--- config.mk ---
export PLATFORM = sky130hd
export DESIGN_NAME = mfab_sorter
export DESIGN_NICKNAME = d
export VERILOG_FILES = /design/src/sv/mfab_pkg.sv /design/src/sv/mfab_sorter.sv
export SDC_FILE = /design/constraint.sdc
export NUM_CORES = 1
export LEC_CHECK = 0
export BUFFER_PORTS_ARGS = -buffer_cell sky130_fd_sc_hd__buf_2
export CAP_MARGIN = 20
export CORE_ASPECT_RATIO = 0.75
export CORE_UTILIZATION = 51
export DETAILED_ROUTE_END_ITERATION = 7
export PLACE_DENSITY = 0.82
export SLEW_MARGIN = 0
export SYNTH_ARGS = -nofsm -noshare
export SYNTH_HDL_FRONTEND = slang
export SYNTH_SLANG_ARGS = --single-unit
--- constraint.sdc ---
create_clock -name vclk -period 6.2
set_input_delay 0.31 -clock vclk [all_inputs]
set_output_delay 0.31 -clock vclk [all_outputs]
set_load 0.005 [all_outputs]
--- src/sv/mfab_pkg.sv ---
// Package for the mesh face adjacency builder.
// Holds widths, the edge table entry layout, result and status codes and the edge hash.
// No dependencies.
package mfab_pkg;

  localparam int VW        = 16;
  localparam int FW        = 16;
  localparam int VC_W      = 17;
  localparam int TBL_AW    = 17;
  localparam int TBL_DEPTH = 1 << TBL_AW;
  localparam int OCC_W     = TBL_AW + 1;

  localparam logic [VC_W-1:0] VC_RESET  = VC_W'(65536);
  localparam logic [1:0]      SLOT_LAST = 2'd2;

  typedef enum logic [1:0] {
    STAT_ADJ  = 2'd0,
    STAT_REP  = 2'd1,
    STAT_FULL = 2'd2,
    STAT_OOR  = 2'd3
  } stat_t;

  typedef enum logic [2:0] {
    ST_CLEAR,
    ST_IDLE,
    ST_ISSUE,
    ST_PROBE,
    ST_HIT2,
    ST_DONE
  } state_t;

  typedef struct packed {
    logic          valid;
    logic [VW-1:0] lo;
    logic [VW-1:0] hi;
    logic [FW-1:0] face;
    logic [1:0]    slot;
  } entry_t;

  localparam int ENT_W = $bits(entry_t);

  typedef struct packed {
    logic [FW-1:0] face;
    logic [1:0]    slot;
    logic [FW-1:0] nb;
    stat_t         status;
  } res_t;

  typedef struct packed {
    logic [VW-1:0] vmin;
    logic [VW-1:0] vmid;
    logic [VW-1:0] vmax;
    logic          oor;
    logic          rep;
  } srt_t;

  function automatic logic [TBL_AW-1:0] hash_edge(input logic [VW-1:0] lo,
                                                  input logic [VW-1:0] hi);
    logic [TBL_AW:0] sum;
    sum = {2'b00, lo} + {1'b0, hi, 1'b0};
    return sum[TBL_AW-1:0];
  endfunction

endpackage

--- src/sv/mfab_sorter.sv ---
// Vertex sort and triangle checks: range against vertex_count, repeated vertex.
// Depends on mfab_pkg.
module mfab_sorter
  import mfab_pkg::*;
(
  input  logic [VW-1:0]   va,
  input  logic [VW-1:0]   vb,
  input  logic [VW-1:0]   vc,
  input  logic [VC_W-1:0] vertex_count,
  output srt_t            srt
);

  logic [VW-1:0] a1, b1, b2, c2, a3, b3;

  always_comb begin
    a1 = (va > vb) ? vb : va;
    b1 = (va > vb) ? va : vb;
    b2 = (b1 > vc) ? vc : b1;
    c2 = (b1 > vc) ? b1 : vc;
    a3 = (a1 > b2) ? b2 : a1;
    b3 = (a1 > b2) ? a1 : b2;
    srt.vmin = a3;
    srt.vmid = b3;
    srt.vmax = c2;
    srt.oor  = ({1'b0, va} >= vertex_count) || ({1'b0, vb} >= vertex_count) ||
               ({1'b0, vc} >= vertex_count);
    srt.rep  = (va == vb) || (va == vc) || (vb == vc);
  end

endmodule

Word-level counts from Yosys, hierarchy flattened
Cells that the tools add are included.

cells by class
  magnitude comparators = 6
  equality and inequality tests = 3
  multiplexer cells = 6
  reduce and logical (&&, ||, !) cells = 4

operators by type and width
  operator            count
  $mux W16            6
  $ge A16 B17 Y1      3
  $eq A16 B16 Y1      3
  $gt A16 B16 Y1      3
  $logic_or A1 B1 Y1  4

word-level totals
  register bits after elaboration = 0
  input port bits = 65
  output and inout port bits = 50
  word-level logic and storage cells = 19

Logic depth before layout (Yosys ltp)
Gate-level depths: netlist (run 1).

  depth after elaboration = 6
  mapped depth = 32
  gate-level depth less buffers = 26

Worst setup path before layout (run 1)
Ideal clock, no wire load.

  path type = input to output
  start = input vb[10]
  end = output srt[39] in the netlist's numbering
  arrival time = 5,658 ps
  required time = 5,890 ps
  slack = 232 ps
  cell stages on the path = 30
  path buffers = 6
  cells stage by stage = inv_1 -> ha_1 -> and4_1 -> nand2b_1 -> nor3_2 -> a221o_1 -> o21ai_1 -> buf_6 -> buf_2 -> mux2i_1 -> ha_1 -> nor2b_1 -> o211ai_1 -> a21oi_1 -> o31ai_1 -> a22o_1 -> buf_4 -> buf_1 -> mux2i_1 -> ha_1 -> nor2b_1 -> o211ai_1 -> a21oi_1 -> o31ai_1 -> a21oi_1 -> nand2b_1 -> clkbuf_2 -> clkbuf_1 -> nor2_1 -> a221oi_2

RTL lines
  what         line               source
  from (decl)  mfab_sorter.sv:7   input logic [VW-1:0] vb,
  to (decl)    mfab_sorter.sv:10  output srt_t srt

==> run summary, run 1 <==
The run finished with clean final reports. Of all nets on the critical path, the largest fanout is 16. For this design the ratio of total power to cell area is 177 nW/um^2. Stage delay of the slowest cell on the critical path: 0.30 ns.

The tools report the capturing element type of the critical path as a primary output. The logs give 27 for the number of placement rows and 0 um^2 for the register area. After floorplanning, the core was sized to cover 7470 um^2.

Headroom to the max-slew limit came out at 67.5%. The run gives 557 as the post-synthesis instance total. The logs give 162 MHz for the achievable clock frequency and 872 for the number of nets in the layout. The number of failing hold endpoints at the final stage was 0; the number of violations of the max-capacitance limit was 0.

The post-synthesis cell type with the largest combined area is sky130_fd_sc_hd__ha_1. Sorting the synthesized cells by area gives the leading types as sky130_fd_sc_hd__ha_1 (30%), sky130_fd_sc_hd__mux2i_1 (7.5%), sky130_fd_sc_hd__xor2_1 (7.0%), sky130_fd_sc_hd__inv_1 (6.2%), sky130_fd_sc_hd__a21oi_1 (6.1%). Fill cells in the final layout number 508. For the worst setup path, the data arrival time is 5.87 ns. The via count of the first global-routing pass was 4512. The detailed router placed 5115 vias in this run. The initial antenna violation count is 0, and the flip-flop and latch count is 0. Counting the clock-network buffers in the layout gives 0. The period utilization is 99.7%, and the detailed-route wire length is 16200 um.

In this run the cell area of the synthesized design comes to 4020 um^2. Setup violations remaining at the end of the flow were counted as 0. The mean number of vias per cell is 6.31, and the remaining antenna violation count is 0. Once the floorplan was initialized, standard cells occupied 53.8% of the core. Measured along the y axis, the die boundary spans 78.9 um. At the placement stage, the worst setup path has a slack of -0.417 ns. 0 antenna diodes ended up in the layout.

After detailed routing, the wire length on met1 is 6870 um. STA classifies the critical path startpoint as an input port. The total of buffers placed on input and output ports is 115, and the number of non-filler instances in the completed layout is 810. The share of synthesized area in the top cell type comes to 29.9%. After the first detailed-routing iteration, the DRC count stood at 624. The tools report the register area share after synthesis as 0%. After synthesis, the mean cell area works out to 7.21 um^2.

After detailed placement, the design holds a cell count of 783. In this run the static leakage power is 2.94 nW. For the sum of met2 wire segment lengths after detailed routing, the log shows 7110 um. VDD sags by at most 0.000126 V.

In the final routed layout, each cell accounts on average for 20.0 um. After detailed routing, no signal wire sits above met4. Critical hold path startpoint: vertex_count[16]. The number of nets produced by synthesis was 718; the combined area of the multi-input logic cells was 4080 um^2. The overall overflow remaining after global route was 0.

The first global-routing pass estimated 23000 um of wire. Global routing used 34.8% of the available tracks across all layers. At the pin with the least slew margin, the transition time is 0.486 ns. The floorplan step defined a die boundary enclosing 8240 um^2. In this run the count of I/O pins placed on the die edge is 115. The slowest stage cell on the critical path was sky130_fd_sc_hd__o31ai_4.

For the final weighted congestion of routability-driven global placement, the log shows 0.990. For the worst setup path, the data required time is 5.89 ns. The area growth from synthesis to layout is 43.6%.

The time the worst path needs with I/O delays and setup was 6.18 ns. The quantity of hold-fixing buffers added after cts is 0. In the final layout, the share of cells above drive strength 1 is 39.8%. For the detailed placement HPWL, the log shows 12100 um. For the number of detailed-routing iterations run before antenna repair, the log shows 5.

The critical path class was input port to primary output. The floorplan step set the die width to 104 um. For this run, the number of Yosys warnings is 0.

Once routing completed, OpenROAD measured the worst setup slack at 0.0217 ns. After detailed routing, the number of remaining DRC violations is 0. The worst setup path startpoint was vb[11]. Detailed routing placed a total of 1740 um of wire on met3. The tools report the distinct cell type count after synthesis as 44.

The pin count of the biggest net entering global routing is 26. The class of the tightest hold or removal check is input port to primary output. The tools report the final max-slew violation count as 0.
[cell type report]
cell class / count / share of cell area [%]
Multi-Input combinational cell: 455 / 70.8
Timing Repair Buffer: 188 / 22.8
Inverter: 66 / 4.30
Tap cell: 101 / 2.19
[final timing paths]
path	slack, ns	to	cells past startpoint
setup / recovery	0.02	srt[21]	30
hold / removal	0.83	srt[1]	3
[power by group]
| part | internal [mW] | total, mW | switching [mW] | leakage, nW |
|---|---|---|---|---|
| registers | 0 | 0 | 0 | 0 |
| clock network | 0 | 0 | 0 | 0 |
| logic | 0.485 | 1.02 | 0.534 | 2.94 |
| total | 0.485 | 1.02 | 0.534 | 2.94 |
[synth_stat cells]
cell type                   n
sky130_fd_sc_hd__a221oi_1   8
sky130_fd_sc_hd__nand2_1   30
sky130_fd_sc_hd__nor3_2     1
sky130_fd_sc_hd__o22ai_1    1
sky130_fd_sc_hd__inv_1     66
sky130_fd_sc_hd__buf_2      6
sky130_fd_sc_hd__a221o_1    3
sky130_fd_sc_hd__o31ai_1    2
sky130_fd_sc_hd__a21o_1    14
sky130_fd_sc_hd__buf_4      3
sky130_fd_sc_hd__nor3b_4    1
sky130_fd_sc_hd__nor4_1    11
sky130_fd_sc_hd__o211ai_1   2
sky130_fd_sc_hd__o21a_1     2
sky130_fd_sc_hd__and4_1     1
sky130_fd_sc_hd__a21boi_0   2
sky130_fd_sc_hd__buf_6      2
sky130_fd_sc_hd__a21oi_4    1
sky130_fd_sc_hd__nand3_1   14
sky130_fd_sc_hd__a31oi_1    1
sky130_fd_sc_hd__a221oi_2  10
sky130_fd_sc_hd__o21bai_4   1
sky130_fd_sc_hd__o21ai_1    1
sky130_fd_sc_hd__clkbuf_2   2
sky130_fd_sc_hd__o21ai_2    1
sky130_fd_sc_hd__nor3_1     2
sky130_fd_sc_hd__and2_0     1
sky130_fd_sc_hd__mux2i_1   30
sky130_fd_sc_hd__o21ai_0   39
sky130_fd_sc_hd__nand4_1   21
sky130_fd_sc_hd__nand2b_1   3
sky130_fd_sc_hd__clkbuf_1  21
sky130_fd_sc_hd__a211oi_1   3
sky130_fd_sc_hd__nor2b_1    5
sky130_fd_sc_hd__buf_1      3
sky130_fd_sc_hd__a22o_1     1
sky130_fd_sc_hd__xor2_1    32
sky130_fd_sc_hd__a21oi_1   49
sky130_fd_sc_hd__nor2_1    46
sky130_fd_sc_hd__and2_4     1
sky130_fd_sc_hd__ha_1      96
sky130_fd_sc_hd__or3b_2     1
sky130_fd_sc_hd__o221a_2   16
sky130_fd_sc_hd__and2_1     1
[kinds of logic after synthesis]
family                   Yosys count  share of synthesized area [%]
AND/OR/NAND/NOR                  139                           17.0
AO/OA/AOI/OAI                    157                           28.1
adder cells (fa/ha/maj)           96                           29.9
multiplexers                      30                           7.48
buffers and inverters            103                           10.5
XOR/XNOR                          32                           6.98
[timing repair]
action / 4_1_cts / 5_1_grt
buffers inserted: 3 / 18
cloned: 0 / 6
resized for setup: 6 / 96
endpoints found under the setup margin: 32 / 32
pin swaps: 2 / 28
[cell usage in the layout, fill, tap and decap left out, drive strengths merged, types with 5 or more instances in the layout]
| cell | netlist | layout |
|---|---|---|
| buf | 14 | 183 |
| ha | 96 | 96 |
| inv | 66 | 66 |
| a21oi | 50 | 50 |
| nor2 | 46 | 46 |
| o21ai | 41 | 42 |
| xor2 | 32 | 32 |
| nand2 | 30 | 30 |
| mux2i | 30 | 30 |
| nand4 | 21 | 21 |
| a221oi | 18 | 18 |
| o221a | 16 | 16 |
| a21o | 14 | 14 |
| nand3 | 14 | 14 |
| nor4 | 11 | 11 |
| nor2b | 5 | 5 |
| clkbuf | 23 | 5 |
[critical path, delay by kind of cell]
kind            cells  cell delay [ns]
fa+ha+maj           3             0.78
simple gates        7             1.27
compound gates     10             1.92
mux                 2             0.46
buf+inv             8             1.11
[per-layer routing]
metal	vias to the layer above	GRT usage, %
met1	2328	48.9
met4	0	5.00
met2	375	59.0
met5	-	0
li1	2354	-
met3	58	2.55
[metrics by stage]
stage	power, mW	hold WS (ns)	area (um^2)	setup TNS [ns]	util [%]
after global routing	1.09	0.856	5770	-3.51	77.2
after CTS	0.811	0.838	5020	0	67.3
after floorplan	0.496	0.648	4020	0	-
after detailed placement	0.779	0.837	4950	-10.02	66.2
final	1.02	0.835	5770	0	77.2
after global placement	0.760	0.836	4950	-7.37	66.2
Power figures use the tool's default switching activity.
==> run 2: changes to the inputs <==
- SETUP_SLACK_MARGIN: unset -> 0.4
==> run summary, run 2 (synthesis gave the netlist of run 1 again) <==
The number of detailed-routing iterations run before antenna repair is 6 (+1). Highest fanout seen on the critical path: 8 (-8). The flow ran to the end, but the final reports show violations. The tools report the required time at the endpoint of the critical path as 5.89 ns (about the same). The transition time at the pin with the least slew margin works out to 0.571 ns (+0.0853 ns). The highest ir drop seen on vdd was 0.000137 V (+9.3%); the via count was 5572 (+8.9%). The tools report the remaining antenna violation count as 0 (unchanged). The power density relative to cell area was 191 nW/um^2 (+8.1%); the initial antenna violation count was 0 (unchanged).

The mean number of vias per cell is 6.52 (+3.3%), and the final instance area is 6600 um^2 (+14%). The number of inserted filler cells in the final layout came out at 366 (-28%). For the overall power after layout, the log shows 1.26 mW (+24%).

The instance area after placement was 5250 um^2 (+6.2%). Cell count after placement: 820 (+4.7%). Among all stages on the critical path, the largest delay is contributed by sky130_fd_sc_hd__a221oi_2.

The library cell used most frequently in the layout, excluding fill and tap cells, is sky130_fd_sc_hd__buf_4. The overall routing resource usage came out at 41.6% (+6.9 points). The routed wire length per instance was 22.7 um (+13%). The critical path is of the input port to primary output type. For the quantity of hold-fixing buffers added after cts, the log shows 0 (unchanged). The DRC violation count after routing was 0 (unchanged); the initial detailed-routing violation count was 601 (-3.7%). The logs give 916 (+5.0%) for the number of nets in the layout and 3.30 nW (+12%) for the cell leakage power. The logs give 5.99 ns (+0.12 ns) for the worst endpoint data arrival time and 27100 um (+18%) for the first-pass GRT wire length.

The area growth from synthesis to layout is 64.3%. The tools report the area of the die as 8240 um^2 (unchanged). Core outline area: 7470 um^2 (unchanged). The final worst slack was -0.103 ns (-0.125 ns). The tools report the worst setup path startpoint as vb[11]. The checks that failed: negative setup slack. The worst slew margin relative to its limit was 61.6% (-5.9 points); the pin count of the biggest net entering global routing was 32 (+23%). The number of violations of the max-capacitance limit came out at 0 (unchanged). STA classifies the critical path endpoint as a primary output. The total of clock buffers placed in the layout is 0 (unchanged), and the count of inserted antenna diode cells is 0 (unchanged). The register area was 0 um^2 (unchanged).

In the layout the commonest cells are sky130_fd_sc_hd__buf_4 (101), sky130_fd_sc_hd__buf_2 (84), sky130_fd_sc_hd__ha_1 (81). The detailed placement HPWL came out at 12500 um (+3.7%). The tools report the effective utilization at floorplan as 53.8% (unchanged). The height of the die works out to 78.9 um (unchanged). The floorplan die width was 104 um (unchanged). For the number of placement rows, the log shows 27 (unchanged).

The most numerous cell on the critical path was sky130_fd_sc_hd__buf_4. The stage delay of the slowest cell on the critical path came out at 0.34 ns (+0.04 ns). The run gives 0 (unchanged) as the flip-flop and latch count. Category of the worst setup path launch point: an input port.

The achievable clock frequency is 159 MHz (-2.0%), and the fraction of layout cells with a size suffix above 1 is 47.3% (+7.5 points). For the detailed-route wire length, the log shows 19400 um (+19%). The number of non-filler instances in the completed layout came out at 854 (+5.4%).

Class of the tightest hold or removal check: input port to primary output. Worst setup path endpoint: srt[40]. The number of top-level design ports came out at 115 (unchanged). The final weighted congestion of routability-driven global placement was 1.03 (+4.4%); the overall overflow remaining after global route was 0 (unchanged). The run gives 0 (unchanged) as the final max-slew violation count. The total of buffers placed on input and output ports is 115 (unchanged). Setup repair after global routing could not meet its margin everywhere. The time the worst path needs with I/O delays and setup was 6.30 ns (+0.125 ns). The count of final setup violators is 8 (+8), and the number of failing hold endpoints at the final stage is 0 (unchanged).

The tools report the final cell utilization of the core as 88.4% (+11 points). For the via count of the first global-routing pass, the log shows 5244 (+16%). The period utilization works out to 102% (+2.0 points).
## run 2: cell count changes in the layout (fill, tap and decap cells not counted), moves of 9 or more
cell | previous run | this run
sky130_fd_sc_hd__o21ai_2 | 6 | 17
sky130_fd_sc_hd__buf_6 | 3 | 35
sky130_fd_sc_hd__buf_4 | 57 | 101
sky130_fd_sc_hd__buf_2 | 115 | 84
sky130_fd_sc_hd__inv_1 | 62 | 53
sky130_fd_sc_hd__o21ai_1 | 12 | 0
sky130_fd_sc_hd__o221a_2 | 16 | 0
sky130_fd_sc_hd__o221a_4 | 0 | 16
## run 2: repair_timing
item                       CTS  global route
pin swaps                   60            42
resized for setup          151            54
setup endpoints to repair   32            32
cloned                       0             3
setup buffers               21            10
## run 2: how the worst min path moves through the flow
stage	startpoint	to	slack, ns	depth (start not counted)
after floorplan	vertex_count[16]	srt[1]	0.65	1
after global placement	vertex_count[16]	srt[1]	0.84	3
after detailed placement	vertex_count[16]	srt[1]	0.84	3
after CTS	vertex_count[16]	srt[1]	0.84	3
after global routing	vertex_count[16]	srt[1]	0.86	3
final	vertex_count[16]	srt[1]	0.85	3
## run 2: layout make-up
class	count	area, um^2	share of cell area, %
inverters	66	268	4.06
multi-input cells	454	4390	66.6
well taps	101	126	1.92
repair buffers	233	1810	27.5
## run 2: critical path, delay by kind of cell
kind | cells | cell delay [ns]
muxes | 2 | 0.36
AOI/OAI and AO/OA | 11 | 2.49
adders and majority gates | 3 | 0.85
and+or+nand+nor | 4 | 0.68
buffers and inverters | 9 | 1.29
## run 2: power by group
group / switching, mW / internal [mW] / total [mW]
Clock: 0 / 0 / 0
Combinational: 0.627 / 0.635 / 1.26
Sequential: 0 / 0 / 0
## run 2: per-stage QoR
step	setup slack [ns]	hold WS, ns	TNS (ns)
final	-0.103	0.851	-0.301
after global placement	-0.340	0.839	-8.65
after floorplan	0.427	0.648	0
after CTS	0.348	0.839	0
after detailed placement	-0.457	0.838	-12.08
after global routing	-0.224	0.863	-5.12
## run 2: metal layers
layer  vias up  track usage [%]  routed length, um
met3       128             6.90               2150
met4         0             14.6               1120
met5         -                0                  0
li1       2428                -                  -
met1      2571             51.4               7250
met2       445             73.2               8860
==> run 3: changes to the inputs <==
- ABC_AREA: unset -> 1
- CORE_UTILIZATION: 51 -> 57
- PLACE_DENSITY: 0.82 -> 0.85
- clock period: 6.2 -> 6.8 ns (I/O delays scaled with it)
==> run summary, run 3 <==
The tools report the capturing element type of the critical path as a primary output. The required time at the endpoint of the critical path was 6.46 ns (+0.57 ns). Counting I/O delays and the setup requirement, the final critical path takes 5.86 ns.

The distinct cell type count after synthesis came out at 36 (-18%). After synthesis, the largest family of logic cells by area is simple AND/OR/NAND/NOR gates. The core outline area was 7400 um^2 (-0.90%); the via count of the first global-routing pass was 4940 (-5.8%). The power density relative to cell area is 154 nW/um^2 (-19%). The initial detailed-routing violation count came out at 238 (-60%). The post-synthesis cell type with the largest combined area is sky130_fd_sc_hd__ha_1.

The detailed placement HPWL is 11300 um (-10%), and the number of violations of the max-capacitance limit is 0 (unchanged). The remaining antenna violation count was 0 (unchanged); the initial antenna violation count was 0 (unchanged). The count of inserted antenna diode cells is 0 (unchanged).

From synthesis to final layout, the design area changed by 14.7%. The final worst slack is 0.939 ns (+1.04 ns). The run gives 4980 um^2 (-5.1%) as the instance area after placement. The simple logic cell fraction of the synthesized area works out to 45.8% (+29 points). The tools report the detailed-route wire length as 13000 um (-33%). The logs give 0.000134 V (-2.7%) for the highest ir drop seen on vdd and 0 (unchanged) for the DRC violation count after routing. The logs give 0 (-8) for the count of final setup violators and 5 (-1) for the number of detailed-routing iterations run before antenna repair.

Total of buffers placed on input and output ports: 115 (unchanged). The logs give 1.06 (+3.0%) for the final weighted congestion of routability-driven global placement and 22100 um (-18%) for the first-pass GRT wire length. The mean number of vias per cell was 5.58 (-14%).

The number of top-level design ports was 115 (unchanged). The run gives 916 (+7.3%) as the number of non-filler instances in the completed layout. The run gives 5.52 ns (-0.47 ns) as the worst endpoint data arrival time. The overall power after layout came out at 0.776 mW (-39%). Category of the worst setup path launch point: an input port.

The fraction of layout cells with a size suffix above 1 came out at 23.7% (-24 points). Setup repair after global routing left no endpoint under its margin. The logs give 33.8% (-7.8 points) for the overall routing resource usage and 66.6% (+5.1 points) for the worst slew margin relative to its limit. The register area share after synthesis is 0% (unchanged), and the cell count after placement is 915 (+12%). Timing would allow up to 171 MHz. Most common cell after layout, fill and taps aside: sky130_fd_sc_hd__nand2_1.

The total of clock buffers placed in the layout is 0 (unchanged), and the cell leakage power is 2.94 nW (-11%). The run gives 0 (unchanged) as the final max-slew violation count. The pin count of the biggest net entering global routing was 41 (+28%); the flip-flop and latch count was 0 (unchanged). Transition time at the pin with the least slew margin: 0.500 ns (-0.0710 ns). The worst setup path is of the input port to primary output kind. The overall overflow remaining after global route was 0 (unchanged). The area of the die came out at 8040 um^2 (-2.4%). The arithmetic-cell share of the synthesized area counting full adders, half adders and majority gates was 27.4% (-2.5 points). The combined area of the multi-input logic cells was 3990 um^2 (-9.2%).

The number of nets in the layout is 978 (+6.8%), and the worst slack after detailed placement is 0.509 ns (+0.966 ns). The highest fanout seen on the critical path was 40 (+32). Height of the die: 77.9 um (-1.2%). The final-layout setup total negative slack is 0 ns (+0.301 ns).

Yosys instantiated no cell more often than sky130_fd_sc_hd__nand2_1. The via count was 5112 (-8.3%); the average cell area after synthesis was 6.14 um^2 (-15%). Number of placement rows: 27 (unchanged). By area the synthesized netlist is led by sky130_fd_sc_hd__ha_1 (27%), sky130_fd_sc_hd__nand2_1 (18%), sky130_fd_sc_hd__nand3_1 (7.8%), sky130_fd_sc_hd__inv_1 (5.7%), sky130_fd_sc_hd__a21oi_1 (4.5%). Leaving out fill and tap cells, the most frequent cells in the layout are sky130_fd_sc_hd__nand2_1 (209), sky130_fd_sc_hd__buf_2 (115), sky130_fd_sc_hd__ha_1 (96).

The share of the synthesized area in compound gates (AO/OA/AOI/OAI) came out at 12.9% (-15 points). The tools report the Yosys warning count as 0 (unchanged). The final instance area is 5020 um^2 (-24%). The run gives 59.2% (+5.4 points) as the effective utilization at floorplan.

The tools report the number of inserted filler cells in the final layout as 665 (+82%). After synthesis, the most frequently instantiated cells are sky130_fd_sc_hd__nand2_1 (209), sky130_fd_sc_hd__ha_1 (96), sky130_fd_sc_hd__nand3_1 (68). The synthesized-area fraction occupied by xor and xnor cells came out at 4.60% (-2.4 points). The worst hold path belongs to the class input port to primary output.

The post-synthesis instance total was 713 (+28%); the routed wire length per instance was 14.2 um (-37%). The multiplexer area fraction after synthesis was 0% (-7.5 points); the number of failing hold endpoints at the final stage was 0 (unchanged). The logs give 0 um^2 (unchanged) for the register area and 0 (-100%) for the buffers inserted during post-CTS setup optimization.

The floorplan die width came out at 103 um (-1.2%). The portion of synthesized cell area occupied by the leading cell type came out at 27.4% (-2.5 points). After layout, the worst path uses 86.2% of the clock period.

The tools report the final cell utilization of the core as 67.9% (-21 points). Number of nets produced by synthesis: 874 (+22%). For the area of the mapped netlist, the log shows 4380 um^2 (+9.0%). The flow ran to the end, and the final reports show no timing, DRC or antenna violations. The minimum hold slack came out at 1.08 ns (+0.227 ns).
## run 3: layout make-up
class                      instances  area share (%)
timing repair buffer             120            12.6
multi-input combinational        623            79.4
tap                              101            2.52
inverter                          72            5.43
## run 3: power by group
group	internal, mW	switching [mW]	leakage, nW	total, mW
sequential	0	0	0	0
clock	0	0	0	0
combinational	0.314	0.461	2.94	0.776
## run 3: layer usage
| metal | GRT usage, % | up-vias | routed length [um] |
|---|---|---|---|
| li1 | - | 2613 | - |
| met1 | 43.2 | 2285 | 5860 |
| met2 | 61.9 | 190 | 6100 |
| met3 | 1.98 | 24 | 831 |
| met4 | 6.20 | 0 | 219 |
| met5 | 0 | - | 0 |
## run 3: worst paths after layout
check,start,end,slack (ns),cells past startpoint
max,vb[10],srt[33],0.94,28
min,vc[0],srt[2],1.08,4
## run 3: kinds of logic (layout without fill, tap and decap cells)
logic type,after synthesis,in the layout
adders and majority gates,96,96
and+or+nand+nor,407,407
xor gates and xnor gates,23,23
buffers and inverters,90,192
AOI/OAI and AO/OA,97,97
## run 3: what timing repair did
item	4_1_cts	5_1_grt
gates resized for setup	0	3
endpoints found under the setup margin	0	32
hold buffers	0	0
## run 3: critical path, cell delays in order
cell	delay (ns)
sky130_fd_sc_hd__buf_2	0.17
sky130_fd_sc_hd__inv_1	0.10
sky130_fd_sc_hd__ha_1	0.31
sky130_fd_sc_hd__nand4_1	0.16
sky130_fd_sc_hd__nor3_4	0.29
sky130_fd_sc_hd__nand2_2	0.13
sky130_fd_sc_hd__nand2_4	0.21
sky130_fd_sc_hd__nand2_8	0.29
sky130_fd_sc_hd__nand2_4	0.16
sky130_fd_sc_hd__nand2_2	0.06
sky130_fd_sc_hd__ha_1	0.32
sky130_fd_sc_hd__nand4_1	0.15
sky130_fd_sc_hd__nor2_1	0.22
sky130_fd_sc_hd__nand4_1	0.17
sky130_fd_sc_hd__nand2_4	0.30
sky130_fd_sc_hd__inv_4	0.20
sky130_fd_sc_hd__nand2_1	0.15
sky130_fd_sc_hd__nand2_1	0.07
sky130_fd_sc_hd__ha_1	0.31
sky130_fd_sc_hd__a21oi_1	0.13
sky130_fd_sc_hd__o21ai_0	0.11
sky130_fd_sc_hd__a21oi_1	0.31
sky130_fd_sc_hd__nand2_1	0.12
sky130_fd_sc_hd__o21ai_2	0.22
sky130_fd_sc_hd__buf_16	0.22
sky130_fd_sc_hd__nand3_1	0.10
sky130_fd_sc_hd__nand2_1	0.06
sky130_fd_sc_hd__buf_2	0.10
